===== src/rtl/lph_pkg.sv =====
// Shared types and constants of the linear-probing hash table.
// Depends on nothing; the home slot unit, the core and the testbench import it.
package lph_pkg;

   localparam int TABLE_SLOTS = 16;
   localparam int IDX_W       = $clog2(TABLE_SLOTS);
   localparam int CNT_W       = $clog2(TABLE_SLOTS + 1);

   localparam int ACTION_W = 2;
   localparam int KEY_W    = 31;
   localparam int SLOT_W   = 4;

   localparam logic STATUS_OK   = 1'b0;
   localparam logic STATUS_FAIL = 1'b1;

   typedef enum logic [ACTION_W-1:0] {
      ACT_INSERT = 2'd0,
      ACT_DELETE = 2'd1,
      ACT_SEARCH = 2'd2
   } action_type;

   typedef enum logic [1:0] {
      ST_IDLE,
      ST_HASH,
      ST_PROBE,
      ST_RESP
   } state_type;

   typedef struct packed {
      logic             done;
      logic [IDX_W-1:0] home;
   } mod_status_type;

   // Low SLOT_W bits of a slot index, zero-extended when the index is narrower.
   function automatic logic [SLOT_W-1:0] slot_field(input logic [IDX_W-1:0] idx);
      logic [IDX_W+SLOT_W-1:0] wide;
      wide = {{SLOT_W{1'b0}}, idx};
      return wide[SLOT_W-1:0];
   endfunction

endpackage


===== src/rtl/lph_ram.sv =====
// Generic single-write, single-read RAM with a registered read port.
// Self-contained; no package needed.
module lph_ram #(
   parameter int WIDTH = 8,
   parameter int DEPTH = 16
) (
   input  logic                     clock,
   input  logic                     wr_en,
   input  logic [$clog2(DEPTH)-1:0] wr_addr,
   input  logic [WIDTH-1:0]         wr_data,
   input  logic                     rd_en,
   input  logic [$clog2(DEPTH)-1:0] rd_addr,
   output logic [WIDTH-1:0]         rd_data
);

   logic [WIDTH-1:0] mem [DEPTH];
   logic [WIDTH-1:0] rd_data_ff;

   always_ff @(posedge clock) begin
      if (wr_en) begin
         mem[wr_addr] <= wr_data;
      end
      if (rd_en) begin
         rd_data_ff <= mem[rd_addr];
      end
   end

   assign rd_data = rd_data_ff;

endmodule


===== src/rtl/lph_mod.sv =====
// Home slot unit: registers key modulo TABLE_SLOTS in the cycle after start.
// Depends on lph_pkg.
module lph_mod (
   input  logic                       clock,
   input  logic                       reset,
   input  logic                       start,
   input  logic [lph_pkg::KEY_W-1:0]  key,
   output lph_pkg::mod_status_type    status
);
   import lph_pkg::*;

   logic [IDX_W-1:0] rem_ff, rem_in;
   logic             done_ff, done_in;

   // TABLE_SLOTS is a power of two, so the modulo keeps the low key bits.
   always_comb begin
      rem_in  = rem_ff;
      done_in = start;
      if (start) begin
         rem_in = IDX_W'(key % KEY_W'(TABLE_SLOTS));
      end
   end

   always_ff @(posedge clock) begin
      if (reset) begin
         done_ff <= 1'b0;
      end else begin
         done_ff <= done_in;
      end
   end

   always_ff @(posedge clock) begin
      rem_ff <= rem_in;
   end

   assign status.done = done_ff;
   assign status.home = rem_ff;

endmodule


===== src/rtl/linear_probe_hash_table_core.sv =====
// Linear-probing hash table core: insert, delete and search of 31-bit keys.
// Steps: home-slot select, then the probe walk, one slot at a time (lookups add the
// key RAM read latency), then a load into the output register. One request in
// flight: the next request is taken once the result has moved into the output
// register; the probe walk over the key RAM sets how long a request takes.
// Reset clears every occupancy bit at once; no clearing pass is needed.
module linear_probe_hash_table_core (
   input  logic                         clock,
   input  logic                         reset,
   input  logic                         req_valid,
   output logic                         req_stall,
   input  logic [lph_pkg::ACTION_W-1:0] req_action,
   input  logic [lph_pkg::KEY_W-1:0]    req_key,
   output logic                         rsp_valid,
   input  logic                         rsp_stall,
   output logic                         rsp_status,
   output logic [lph_pkg::SLOT_W-1:0]   rsp_slot
);
   import lph_pkg::*;

   // Control state.
   state_type              state_ff, state_in;
   logic [TABLE_SLOTS-1:0] used_ff, used_in;     // occupancy bit per slot
   logic                   pend_ff, pend_in;     // key read issued last cycle
   logic                   rsp_valid_ff, rsp_valid_in;

   // Request and walk payload.
   logic [ACTION_W-1:0]    action_ff, action_in;
   logic [KEY_W-1:0]       key_ff, key_in;
   logic [IDX_W-1:0]       idx_ff, idx_in;       // next slot to probe
   logic [CNT_W-1:0]       cnt_ff, cnt_in;       // slots probed or reads issued
   logic [IDX_W-1:0]       pend_idx_ff, pend_idx_in;
   logic                   res_ok_ff, res_ok_in;
   logic [IDX_W-1:0]       res_idx_ff, res_idx_in;
   logic                   rsp_status_ff, rsp_status_in;
   logic [SLOT_W-1:0]      rsp_slot_ff, rsp_slot_in;

   // Home slot unit and key store.
   logic                   mod_start;
   mod_status_type         mod_stat;
   logic                   ram_wr_en;
   logic                   ram_rd_en;
   logic [KEY_W-1:0]       ram_rd_data;

   logic [IDX_W-1:0]       idx_next;
   logic                   key_hit;
   logic                   action_known;

   lph_mod u_mod (
      .clock  (clock),
      .reset  (reset),
      .start  (mod_start),
      .key    (req_key),
      .status (mod_stat)
   );

   // Keys live in RAM; occupancy lives in flip-flops so reset empties the table.
   lph_ram #(
      .WIDTH (KEY_W),
      .DEPTH (TABLE_SLOTS)
   ) u_key_ram (
      .clock   (clock),
      .wr_en   (ram_wr_en),
      .wr_addr (idx_ff),
      .wr_data (key_ff),
      .rd_en   (ram_rd_en),
      .rd_addr (idx_ff),
      .rd_data (ram_rd_data)
   );

   // Advance the probe pointer, wrapping at the last slot.
   assign idx_next = (idx_ff == IDX_W'(TABLE_SLOTS - 1)) ? '0 : idx_ff + 1'b1;

   // Key returned by the RAM matches only if its slot is still occupied.
   assign key_hit = used_ff[pend_idx_ff] && (ram_rd_data == key_ff);

   assign action_known = (action_ff == ACT_INSERT) || (action_ff == ACT_DELETE)
                      || (action_ff == ACT_SEARCH);

   // Accept a new request only when idle; a pending result sits in the
   // output register and is delivered from there.
   assign req_stall = (state_ff != ST_IDLE);

   always_comb begin
      state_in      = state_ff;
      used_in       = used_ff;
      pend_in       = pend_ff;
      rsp_valid_in  = rsp_valid_ff;
      action_in     = action_ff;
      key_in        = key_ff;
      idx_in        = idx_ff;
      cnt_in        = cnt_ff;
      pend_idx_in   = pend_idx_ff;
      res_ok_in     = res_ok_ff;
      res_idx_in    = res_idx_ff;
      rsp_status_in = rsp_status_ff;
      rsp_slot_in   = rsp_slot_ff;
      mod_start     = 1'b0;
      ram_wr_en     = 1'b0;
      ram_rd_en     = 1'b0;

      // Drop the result once its transfer completes.
      if (rsp_valid_ff && !rsp_stall) begin
         rsp_valid_in = 1'b0;
      end

      case (state_ff)
         ST_IDLE: begin
            if (req_valid) begin
               action_in = req_action;
               key_in    = req_key;
               mod_start = 1'b1;
               state_in  = ST_HASH;
            end
         end

         ST_HASH: begin
            if (mod_stat.done) begin
               idx_in  = mod_stat.home;
               cnt_in  = '0;
               pend_in = 1'b0;
               if (action_known) begin
                  state_in = ST_PROBE;
               end else begin
                  // Unused action code: answer failure, touch nothing.
                  res_ok_in  = 1'b0;
                  res_idx_in = '0;
                  state_in   = ST_RESP;
               end
            end
         end

         ST_PROBE: begin
            if (action_ff == ACT_INSERT) begin
               // Insert needs only occupancy: one slot per cycle.
               if (!used_ff[idx_ff]) begin
                  used_in[idx_ff] = 1'b1;
                  ram_wr_en       = 1'b1;
                  res_ok_in       = 1'b1;
                  res_idx_in      = idx_ff;
                  state_in        = ST_RESP;
               end else if (cnt_ff == CNT_W'(TABLE_SLOTS - 1)) begin
                  res_ok_in  = 1'b0;
                  res_idx_in = '0;
                  state_in   = ST_RESP;
               end else begin
                  idx_in = idx_next;
                  cnt_in = cnt_ff + 1'b1;
               end
            end else begin
               // Lookup: issue one key read per cycle, check it the next.
               pend_in = 1'b0;
               if (pend_ff && key_hit) begin
                  if (action_ff == ACT_DELETE) begin
                     used_in[pend_idx_ff] = 1'b0;
                  end
                  res_ok_in  = 1'b1;
                  res_idx_in = pend_idx_ff;
                  state_in   = ST_RESP;
               end else if (cnt_ff == CNT_W'(TABLE_SLOTS)) begin
                  // Last read checked without a match.
                  res_ok_in  = 1'b0;
                  res_idx_in = '0;
                  state_in   = ST_RESP;
               end else begin
                  ram_rd_en   = 1'b1;
                  pend_in     = 1'b1;
                  pend_idx_in = idx_ff;
                  idx_in      = idx_next;
                  cnt_in      = cnt_ff + 1'b1;
               end
            end
         end

         ST_RESP: begin
            // Hold until the output register is free or being emptied.
            if (!rsp_valid_ff || !rsp_stall) begin
               rsp_valid_in  = 1'b1;
               rsp_status_in = res_ok_ff ? STATUS_OK : STATUS_FAIL;
               rsp_slot_in   = slot_field(res_idx_ff);
               state_in      = ST_IDLE;
            end
         end

         default: begin
            state_in = ST_IDLE;
         end
      endcase
   end

   always_ff @(posedge clock) begin
      if (reset) begin
         state_ff     <= ST_IDLE;
         used_ff      <= '0;
         pend_ff      <= 1'b0;
         rsp_valid_ff <= 1'b0;
      end else begin
         state_ff     <= state_in;
         used_ff      <= used_in;
         pend_ff      <= pend_in;
         rsp_valid_ff <= rsp_valid_in;
      end
   end

   always_ff @(posedge clock) begin
      action_ff     <= action_in;
      key_ff        <= key_in;
      idx_ff        <= idx_in;
      cnt_ff        <= cnt_in;
      pend_idx_ff   <= pend_idx_in;
      res_ok_ff     <= res_ok_in;
      res_idx_ff    <= res_idx_in;
      rsp_status_ff <= rsp_status_in;
      rsp_slot_ff   <= rsp_slot_in;
   end

   assign rsp_valid  = rsp_valid_ff;
   assign rsp_status = rsp_status_ff;
   assign rsp_slot   = rsp_slot_ff;

endmodule


===== config.mk =====
export PLATFORM = sky130hd
export DESIGN_NAME = linear_probe_hash_table_core
export DESIGN_NICKNAME = d
export VERILOG_FILES = /design/src/rtl/lph_pkg.sv /design/src/rtl/lph_ram.sv /design/src/rtl/lph_mod.sv /design/src/rtl/linear_probe_hash_table_core.sv
export SDC_FILE = /design/constraint.sdc
export NUM_CORES = 1
export LEC_CHECK = 0
export BUFFER_PORTS_ARGS = -buffer_cell sky130_fd_sc_hd__buf_2
export CAP_MARGIN = 10
export CORE_ASPECT_RATIO = 1.1
export CORE_MARGIN = 10
export CORE_UTILIZATION = 35
export DETAILED_ROUTE_END_ITERATION = 10
export GPL_ROUTABILITY_DRIVEN = 0
export PLACE_DENSITY = 0.51
export SLEW_MARGIN = 5
export SYNTH_ARGS = -nofsm -noshare
export SYNTH_HDL_FRONTEND = slang
export SYNTH_HIERARCHICAL = 1
export SYNTH_SLANG_ARGS = --single-unit

===== constraint.sdc =====
create_clock -name clock -period 5.5 [get_ports clock]
set_input_delay 1.1 -clock clock [delete_from_list [all_inputs] [get_ports clock]]
set_output_delay 1.1 -clock clock [all_outputs]
set_load 0.01 [all_outputs]

==> results of run 1 <==
## Yosys cell counts (all sizes together), types with 4 or more instances
| cell type | instances |
|---|---|
| nor2 | 38 |
| a22oi | 66 |
| ha | 12 |
| mux2i | 9 |
| o21ai | 7 |
| nor3 | 7 |
| nand2b | 8 |
| a21oi | 14 |
| a211oi | 10 |
| mux4 | 128 |
| xnor2 | 33 |
| nand3b | 4 |
| nor3b | 5 |
| a31oi | 7 |
| nand4 | 12 |
| dfxtp | 21 |
| nand3 | 9 |
| nor2b | 7 |
| clkbuf | 27 |
| and2 | 6 |
| and3 | 4 |
| inv | 12 |
| edfxtp | 587 |
| nand2 | 43 |
| buf | 29 |
## cells by family after synthesis
kind of cell	after synthesis
AO/OA/AOI/OAI	125
flip-flops	608
XOR/XNOR	34
adder cells (fa/ha/maj)	12
buffers and inverters	68
AND/OR/NAND/NOR	156
multiplexers	138
## worst max path at each step
| stage | cells past startpoint | endpoint | slack [ps] |
|---|---|---|---|
| floorplan | 8 | u_key_ram/mem[0][0] | 850 |
| global placement | 7 | u_key_ram/mem[5][7] | 1710 |
| detailed placement | 7 | u_key_ram/mem[3][5] | 1650 |
| CTS | 7 | u_key_ram/mem[3][17] | 1660 |
| global route | 7 | u_key_ram/mem[5][12] | 1450 |
| finish | 8 | u_key_ram/mem[7][17] | 1650 |
## per-stage QoR
step,util (%),std cells,cell area (um^2),hold WS (ps),setup WS (ps)
after floorplan,-,1141,23660,400.3,850.3
after global routing,40.65,2125,27090,437.2,1445
after global placement,37.43,2006,24940,403.3,1706
final,40.65,2125,27090,420.5,1651
after detailed placement,37.43,2006,24940,408.1,1653
after CTS,40.65,2125,27090,421.2,1656
## sequential cells by signal, indices dropped and copies added, names as in the netlist
name               cells
idx_ff                 4
action_ff              2
u_key_ram/rd_data     31
cnt_ff                 5
used_ff               16
rsp_slot               4
u_key_ram/mem        496
rsp_status             1
u_mod/done_ff          1
pend_ff                1
pend_idx_ff            4
res_idx_ff             4
rsp_valid              1
res_ok_ff              1
u_mod/rem_ff           4
key_ff                31
state_ff               2
## per-layer routing
layer,routed length (um),track usage (%),vias up
met2,23910,19.57,280
met4,1101,4.467,0
met3,2480,2.288,74
met1,23670,18.99,5943
met5,0,0,-
li1,-,-,4891
## layout make-up
cell class | instances | area [um^2] | area share, %
flip-flops and latches | 608 | 18050 | 66.62
multi-input cells | 465 | 5399 | 19.93
clock buffers | 91 | 1831 | 6.757
well taps | 858 | 1074 | 3.963
repair buffers | 63 | 377.9 | 1.395
clock inverters | 28 | 316.6 | 1.169
inverters | 12 | 45.04 | 0.1663
## worst max-delay path: stages (launching register included)
cell and delay, ps:
edfxtp_1 520, buf_4 290, nor2_1 190, a22oi_1 160
nand4_1 140, o21ai_2 120, nor2_1 590, nand3b_1 500
nor2_4 940
## power by group
part           total, mW  leakage (nW)  internal, mW  switching, mW
sequential          5.96          5.48          5.62          0.346
clock               4.41          1.04          2.63           1.78
combinational       2.92          2.03          1.22           1.70
total               13.3          8.54          9.46           3.83
==> results.json, run 1 <==
{
  "synth-simple-area-share_pct": 3.607,
  "cts_tree": "done",
  "drive_above_1_share_pct": 25.73,
  "drv_cap": 0,
  "drcViolationCount": 0,
  "worstMarginPinSlew_ps": 1110,
  "synth-seq-cells": 608,
  "nets": 1267,
  "grt_pass1_wl_um": 76490,
  "post_cts_buffers": 0,
  "muxShareOfSynthArea_pct": 12.66,
  "hold_class": "register to register",
  "io_buffers": 43,
  "outcome": "completed",
  "power_mw": 13.29,
  "die_area_mm2": 0.07841,
  "synth_xor_area_share_pct": 1.259,
  "worstPathRequired_ps": 5710,
  "overflow": 0,
  "cts-buffers-inserted": 68,
  "area_delta_synth_final_pct": 14.49,
  "holdPathStages": 0,
  "synth_top_flop_cell": "edfxtp_1",
  "cts.sinks": 608,
  "final_common_cell": "edfxtp_1",
  "synth-edff-count": 587,
  "maxSlewViolCount": 0,
  "via_count": 11188,
  "core_mm2": 0.06664,
  "netlist_area_mm2": 0.02366,
  "hpwlAfterDp_um": 30550,
  "async_flop_share_pct": 0,
  "grt.total_usage_pct": 13.08,
  "yosysTopAreaCell": "edfxtp_1",
  "critPathKind": "register to register",
  "yosys-top-cells-area": "edfxtp_1, mux4_2, a22oi_1",
  "setup-tns-final_ps": 0,
  "synth-seq-area-share_pct": 76.28,
  "syn_inst": 1141,
  "clk_latency_ps": 600,
  "htree_levels": 3,
  "antenna_found_initial": 1,
  "rrSetupSlack_ps": 1650,
  "ioPinCount": 44,
  "viasPerCell": 5.265,
  "crit_start": "idx_ff[2]",
  "routed_wl_um": 51160,
  "end_kind": "register",
  "peakVddDrop_uv": 350.0,
  "num-fill-cells": 5871,
  "synth_cell_types": 67,
  "setup_viol": 0,
  "clk_pin_slew_worst_paths_ps": 60,
  "drt-initial-drc-count": 895,
  "worstHoldStart": "res_idx_ff[2]",
  "cp.arrival_ps": 4050,
  "timing.final.crit_share_pct": 69.98,
  "r2r_cells": 8,
  "powerDensity_mw_per_mm2": 490.6,
  "clockBufferDepth": 3,
  "synth_top_family_by_area": "multiplexers",
  "num_antenna_cells": 0,
  "die_h_um": 292.7,
  "post_drt_wl_per_cell_um": 24.08,
  "die_x_um": 267.9,
  "r2r-start": "idx_ff[2]",
  "mostFrequentLayoutCells": "edfxtp_1, mux4_2, clkbuf_16",
  "rsz0062_at_grt": "no",
  "initial_core_util_pct": 35.50,
  "hold_viol": 0,
  "synth_warnings": 6,
  "synth-adder-area-share_pct": 0.6346,
  "grt_max_degree": 95,
  "drtPass1Iterations": 5,
  "slew-limit-headroom_pct": 25.79,
  "leakage_nw": 8.544,
  "cts_root_buf": "clkbuf_16",
  "holdPathEnd": "rsp_slot[2]",
  "holdBufCountCts": 0,
  "post_cts_resized": 0,
  "ant_nets": 0,
  "rows": 99,
  "postSynthAreaPerCell_um2": 20.74,
  "finalCriticalPeriod_ps": 3849,
  "skew_ps": 19.96,
  "synth_compound_area_share_pct": 4.088,
  "yosysTopAreaCellShare_pct": 74.50,
  "grt_pass1_vias": 11642,
  "cp-start-kind": "register",
  "crit_path_max_fanout": 31,
  "max_freq_mhz": 259.8,
  "synth.net_count": 1190,
  "reg2reg_to": "u_key_ram/mem[7][17]"
}
(Power assumes the default switching activity.)
==> inputs of run 2 (changes only) <==
--- a/config.mk
+++ b/config.mk
@@ -12,7 +12,7 @@
 export CORE_UTILIZATION = 35
 export DETAILED_ROUTE_END_ITERATION = 10
 export GPL_ROUTABILITY_DRIVEN = 0
-export PLACE_DENSITY = 0.51
+export PLACE_DENSITY = 0.52
 export SLEW_MARGIN = 5
 export SYNTH_ARGS = -nofsm -noshare
 export SYNTH_HDL_FRONTEND = slang
==> constraint.sdc (replaced) <==
create_clock -name clock -period 3.5 [get_ports clock]
set_input_delay 0.7 -clock clock [delete_from_list [all_inputs] [get_ports clock]]
set_output_delay 0.7 -clock clock [all_outputs]
set_load 0.01 [all_outputs]
==> results.json, run 2 (same netlist as run 1, synthesis figures left out) <==
{
  "largest-register": "u_key_ram/mem",
  "antenna_found_initial": 0,
  "die_h_um": 292.7,
  "worstPathCellList": "mux2i_1, a22oi_1, nand4_1, o21ai_2, nor2_1, or3b_1, nor2_4, buf_12",
  "mostFrequentLayoutCells": "edfxtp_1, mux4_2, buf_4",
  "area_delta_synth_final_pct": 16.28,
  "worstHoldStart": "req_key[30]",
  "drt-initial-drc-count": 1107,
  "max_freq_mhz": 308.9,
  "crit_path_max_fanout": 18,
  "holdPathEnd": "key_ff[30]",
  "worstMarginPinSlew_ps": 995.1,
  "outcome": "completed",
  "drcViolationCount": 0,
  "peakVddDrop_uv": 584.6,
  "power_mw": 20.73,
  "clk_pin_slew_worst_paths_ps": 60,
  "r2r-start": "idx_ff[1]",
  "drv_cap": 0,
  "clk_latency_ps": 610,
  "comb_power_share_pct": 24.4,
  "post_drt_wl_per_cell_um": 25.33,
  "powerDensity_mw_per_mm2": 753.5,
  "grt_pass1_vias": 12099,
  "via_count": 11465,
  "nets": 1326,
  "num-fill-cells": 5893,
  "die_area_mm2": 0.07841,
  "cts-buffers-inserted": 66,
  "io_buffers": 43,
  "crit_family": "simple AND/OR/NAND/NOR gates",
  "cts_root_buf": "clkbuf_16",
  "cp.arrival_ps": 3530,
  "holdPathStages": 1,
  "final_common_cell": "edfxtp_1",
  "drtPass1Iterations": 4,
  "power_switching_mw": 6.104,
  "slowest_stage": "edfxtp_1",
  "ioPinCount": 44,
  "r2r_cells": 8,
  "grt_pass1_wl_um": 82190,
  "die_x_um": 267.9,
  "p_sw_share_pct": 29.44,
  "setup-tns-final_ps": 0,
  "ant_nets": 0,
  "holdBufCountCts": 0,
  "hold_class": "primary input to register",
  "end_kind": "register",
  "timing.final.crit_share_pct": 92.49,
  "cp-start-kind": "register",
  "cts.sinks": 608,
  "rows": 99,
  "finalCriticalPeriod_ps": 3237,
  "setup_viol": 0,
  "largest_register_ffs": 496,
  "grt_max_degree": 137,
  "viasPerCell": 5.247,
  "reg2reg_to": "u_key_ram/mem[1][4]",
  "core_mm2": 0.06664,
  "p_clk_share_pct": 31.6,
  "routed_wl_um": 55340,
  "timing.final.ws_setup_ps": 262.8,
  "post_cts_buffers": 0,
  "rsz0062_at_grt": "no",
  "leakage_nw": 8.827,
  "maxSlewViolCount": 0,
  "critPathKind": "register to register",
  "hpwlAfterDp_um": 33000,
  "initial_core_util_pct": 35.50,
  "rrSetupSlack_ps": 260,
  "overflow": 0,
  "clockBufferDepth": 3,
  "worstPathRequired_ps": 3790,
  "slew-limit-headroom_pct": 33.66,
  "p_int_mw": 14.63,
  "slowest_delay_ps": 710,
  "num_antenna_cells": 0,
  "skew_ps": 21.23,
  "post-place-ws_ps": 305.4,
  "crit_buf_inv": 1,
  "drive_above_1_share_pct": 29.09,
  "grt.total_usage_pct": 14.23,
  "htree_levels": 3,
  "seqPwrFrac_pct": 44.0,
  "hold_viol": 0,
  "post_cts_resized": 0,
  "cts_tree": "done"
}
[run 2: cell types whose count changed in the layout (fill, tap and decap cells not counted), moves of 4 or more]
| cell | before | now |
|---|---|---|
| buf_4 | 19 | 73 |
| buf_12 | 1 | 8 |
| bufinv_16 | 6 | 2 |
| clkbuf_1 | 21 | 13 |
| clkinv_2 | 7 | 12 |
| clkinv_1 | 7 | 15 |
[run 2: routing by layer]
| metal | GRT usage, % | routed length (um) | vias up | part of all wire (%) |
|---|---|---|---|---|
| li1 | - | - | 5009 | - |
| met3 | 2.213 | 2227 | 69 | 4.0 |
| met1 | 19.39 | 24910 | 6132 | 45 |
| met5 | 0 | 0 | - | 0 |
| met4 | 4.370 | 1026 | 0 | 1.9 |
| met2 | 23.15 | 27170 | 255 | 49 |
[run 2: area by class of cell]
| class | instances | area, um^2 | area share [%] |
|---|---|---|---|
| Sequential cell | 608 | 18050 | 65.60 |
| Timing Repair Buffer | 124 | 923.4 | 3.356 |
| Inverter | 12 | 45.04 | 0.1637 |
| Multi-Input combinational cell | 465 | 5405 | 19.65 |
| Clock inverter | 37 | 266.5 | 0.9687 |
| Tap cell | 858 | 1074 | 3.902 |
| Clock buffer | 81 | 1750 | 6.363 |
[run 2: through the flow]
| stage | hold slack [ps] | std cells | cell area [um^2] | utilization [%] |
|---|---|---|---|---|
| floorplan | 400.3 | 1141 | 23670 | - |
| global placement | 406.4 | 2067 | 25490 | 38.26 |
| detailed placement | 407.1 | 2067 | 25490 | 38.26 |
| CTS | 232.2 | 2185 | 27510 | 41.28 |
| global route | 246.5 | 2185 | 27510 | 41.28 |
| finish | 267.8 | 2185 | 27510 | 41.28 |
[run 2: worst max path at each step]
stage | from | end | slack (ps) | depth (start not counted)
floorplan | idx_ff[1] | u_key_ram/mem[4][0] | -930 | 8
global placement | idx_ff[1] | u_key_ram/mem[2][28] | 350 | 8
detailed placement | idx_ff[1] | u_key_ram/mem[2][28] | 310 | 8
CTS | idx_ff[1] | u_key_ram/mem[1][9] | 280 | 8
global route | idx_ff[1] | u_key_ram/mem[12][24] | 60 | 8
finish | idx_ff[1] | u_key_ram/mem[1][4] | 260 | 8
[run 2: power groups by stage]
stage | logic (mW) | registers, mW | clock network, mW
3_5_place_dp | 5.15 | 9.28 | 0
5_1_grt | 5.49 | 9.16 | 7.04
3_3_place_gp | 5.11 | 9.27 | 0
4_1_cts | 5.16 | 9.13 | 6.72
2_1_floorplan | 3.35 | 9.30 | 0
6_report | 5.05 | 9.12 | 6.55
==> inputs of run 3 (changes only) <==
--- a/config.mk
+++ b/config.mk
@@ -12,7 +12,7 @@
 export CORE_UTILIZATION = 35
 export DETAILED_ROUTE_END_ITERATION = 10
 export GPL_ROUTABILITY_DRIVEN = 0
-export PLACE_DENSITY = 0.52
+export PLACE_DENSITY = 0.51
 export SLEW_MARGIN = 5
 export SYNTH_ARGS = -nofsm -noshare
 export SYNTH_HDL_FRONTEND = slang
==> constraint.sdc (replaced) <==
create_clock -name clock -period 3.9 [get_ports clock]
set_input_delay 0.78 -clock clock [delete_from_list [all_inputs] [get_ports clock]]
set_output_delay 0.78 -clock clock [all_outputs]
set_load 0.01 [all_outputs]
==> results.json, run 3 (same netlist as run 1, synthesis figures left out) <==
{
  "post_cts_buffers": 0,
  "powerDensity_mw_per_mm2": 674.5,
  "grt_max_degree": 139,
  "reg2reg_to": "u_key_ram/mem[0][1]",
  "rrSetupSlack_ps": 530,
  "hpwlAfterDp_um": 31130,
  "drtPass1Iterations": 6,
  "rsz0062_at_grt": "no",
  "drive_above_1_share_pct": 28.07,
  "setup_viol": 0,
  "clockBufferDepth": 3,
  "initial_core_util_pct": 35.50,
  "skew_ps": 20.30,
  "die_x_um": 267.9,
  "antenna_found_initial": 0,
  "cts_root_buf": "clkbuf_16",
  "holdPathStages": 1,
  "leakage_nw": 8.736,
  "io_buffers": 43,
  "critPathKind": "register to register",
  "finalCriticalPeriod_ps": 3365,
  "die_area_mm2": 0.07841,
  "timing.final.crit_share_pct": 86.29,
  "ioPinCount": 44,
  "grt.total_usage_pct": 13.65,
  "r2r-start": "idx_ff[1]",
  "post_drt_wl_per_cell_um": 24.63,
  "final_area_mm2": 0.02735,
  "crit_path_max_fanout": 21,
  "holdBufCountCts": 0,
  "largest_register_ffs": 496,
  "final_common_cell": "edfxtp_1",
  "ant_nets": 0,
  "cts.sinks": 608,
  "routed_wl_um": 53250,
  "htree_levels": 3,
  "rows": 99,
  "num-fill-cells": 5878,
  "final_cells": 2162,
  "clk_latency_ps": 590,
  "setup-tns-final_ps": 0,
  "worstMarginPinSlew_ps": 1101,
  "post_cts_resized": 0,
  "outcome": "completed",
  "via_count": 11373,
  "mostFrequentLayoutCells": "edfxtp_1, mux4_2, clkbuf_16",
  "final_util_pct": 41.04,
  "hold_class": "primary input to register",
  "max_freq_mhz": 297.2,
  "post_dp_cell_area_mm2": 0.02530,
  "r2r_cells": 8,
  "hold_viol": 0,
  "drv_cap": 0,
  "clk_pin_slew_worst_paths_ps": 60,
  "cts_tree": "done",
  "die_h_um": 292.7,
  "cp-start-kind": "register",
  "peakVddDrop_uv": 387.0,
  "grt_pass1_wl_um": 79140,
  "nets": 1303,
  "drcViolationCount": 0,
  "place_inst": 2043,
  "worstPathRequired_ps": 4150,
  "grt_pass1_vias": 11697,
  "drt-initial-drc-count": 811,
  "holdPathEnd": "key_ff[24]",
  "worstHoldStart": "req_key[24]",
  "cp.arrival_ps": 3610,
  "slew-limit-headroom_pct": 26.43,
  "area_delta_synth_final_pct": 15.60,
  "end_kind": "register",
  "hold_slack_ps": 362.6,
  "maxSlewViolCount": 0,
  "cts-buffers-inserted": 67,
  "overflow": 0,
  "num_antenna_cells": 0,
  "largest-register": "u_key_ram/mem",
  "core_mm2": 0.06664,
  "viasPerCell": 5.260
}
run 3: metrics by stage:
| step | setup WS (ps) | total power [mW] |
|---|---|---|
| floorplan | -525.0 | 11.35 |
| global placement | 561.8 | 12.72 |
| detailed placement | 534.3 | 12.73 |
| CTS | 500.8 | 18.74 |
| global route | 307.8 | 19.31 |
| finish | 534.8 | 18.45 |
run 3: per-layer routing:
metal / global-route usage, % / vias to the layer above / wire length [um]
met5: 0 / - / 0
met4: 4.535 / 0 / 1179
li1: - / 4962 / -
met3: 2.389 / 80 / 2670
met1: 18.20 / 6036 / 23160
met2: 22.33 / 295 / 26240
run 3: worst max path at each step:
stage | startpoint | to | slack, ps
2_1_floorplan | idx_ff[1] | u_key_ram/mem[4][0] | -530
3_3_place_gp | state_ff[0] | u_key_ram/mem[0][4] | 560
3_5_place_dp | state_ff[0] | u_key_ram/mem[0][4] | 530
4_1_cts | idx_ff[1] | u_key_ram/mem[0][8] | 500
5_1_grt | idx_ff[1] | u_key_ram/mem[4][20] | 310
6_report | idx_ff[1] | u_key_ram/mem[0][1] | 530
run 3: area by class of cell:
cell class | instances | area (um^2) | area share, %
clock inverters | 34 | 220.2 | 0.8051
well taps | 858 | 1074 | 3.925
repair buffers | 100 | 730.7 | 2.672
multi-input cells | 465 | 5405 | 19.76
inverters | 12 | 45.04 | 0.1647
flip-flops and latches | 608 | 18050 | 65.98
clock buffers | 85 | 1829 | 6.688
run 3: power by group:
part / leakage (nW) / internal [mW] / total [mW] / switching, mW
registers: 5.48 / 7.91 / 8.29 / 0.376
clock network: 1.02 / 3.45 / 5.96 / 2.51
logic: 2.24 / 1.78 / 4.20 / 2.42
run 3: worst max-delay path: stages (launching register included):
cell and delay (ps):
edfxtp_1 670, mux2i_1 310, a22oi_2 120, nand3_2 190, o21ai_2 120, nor2_1 480
or3b_1 580, nor3_4 190, buf_4 340
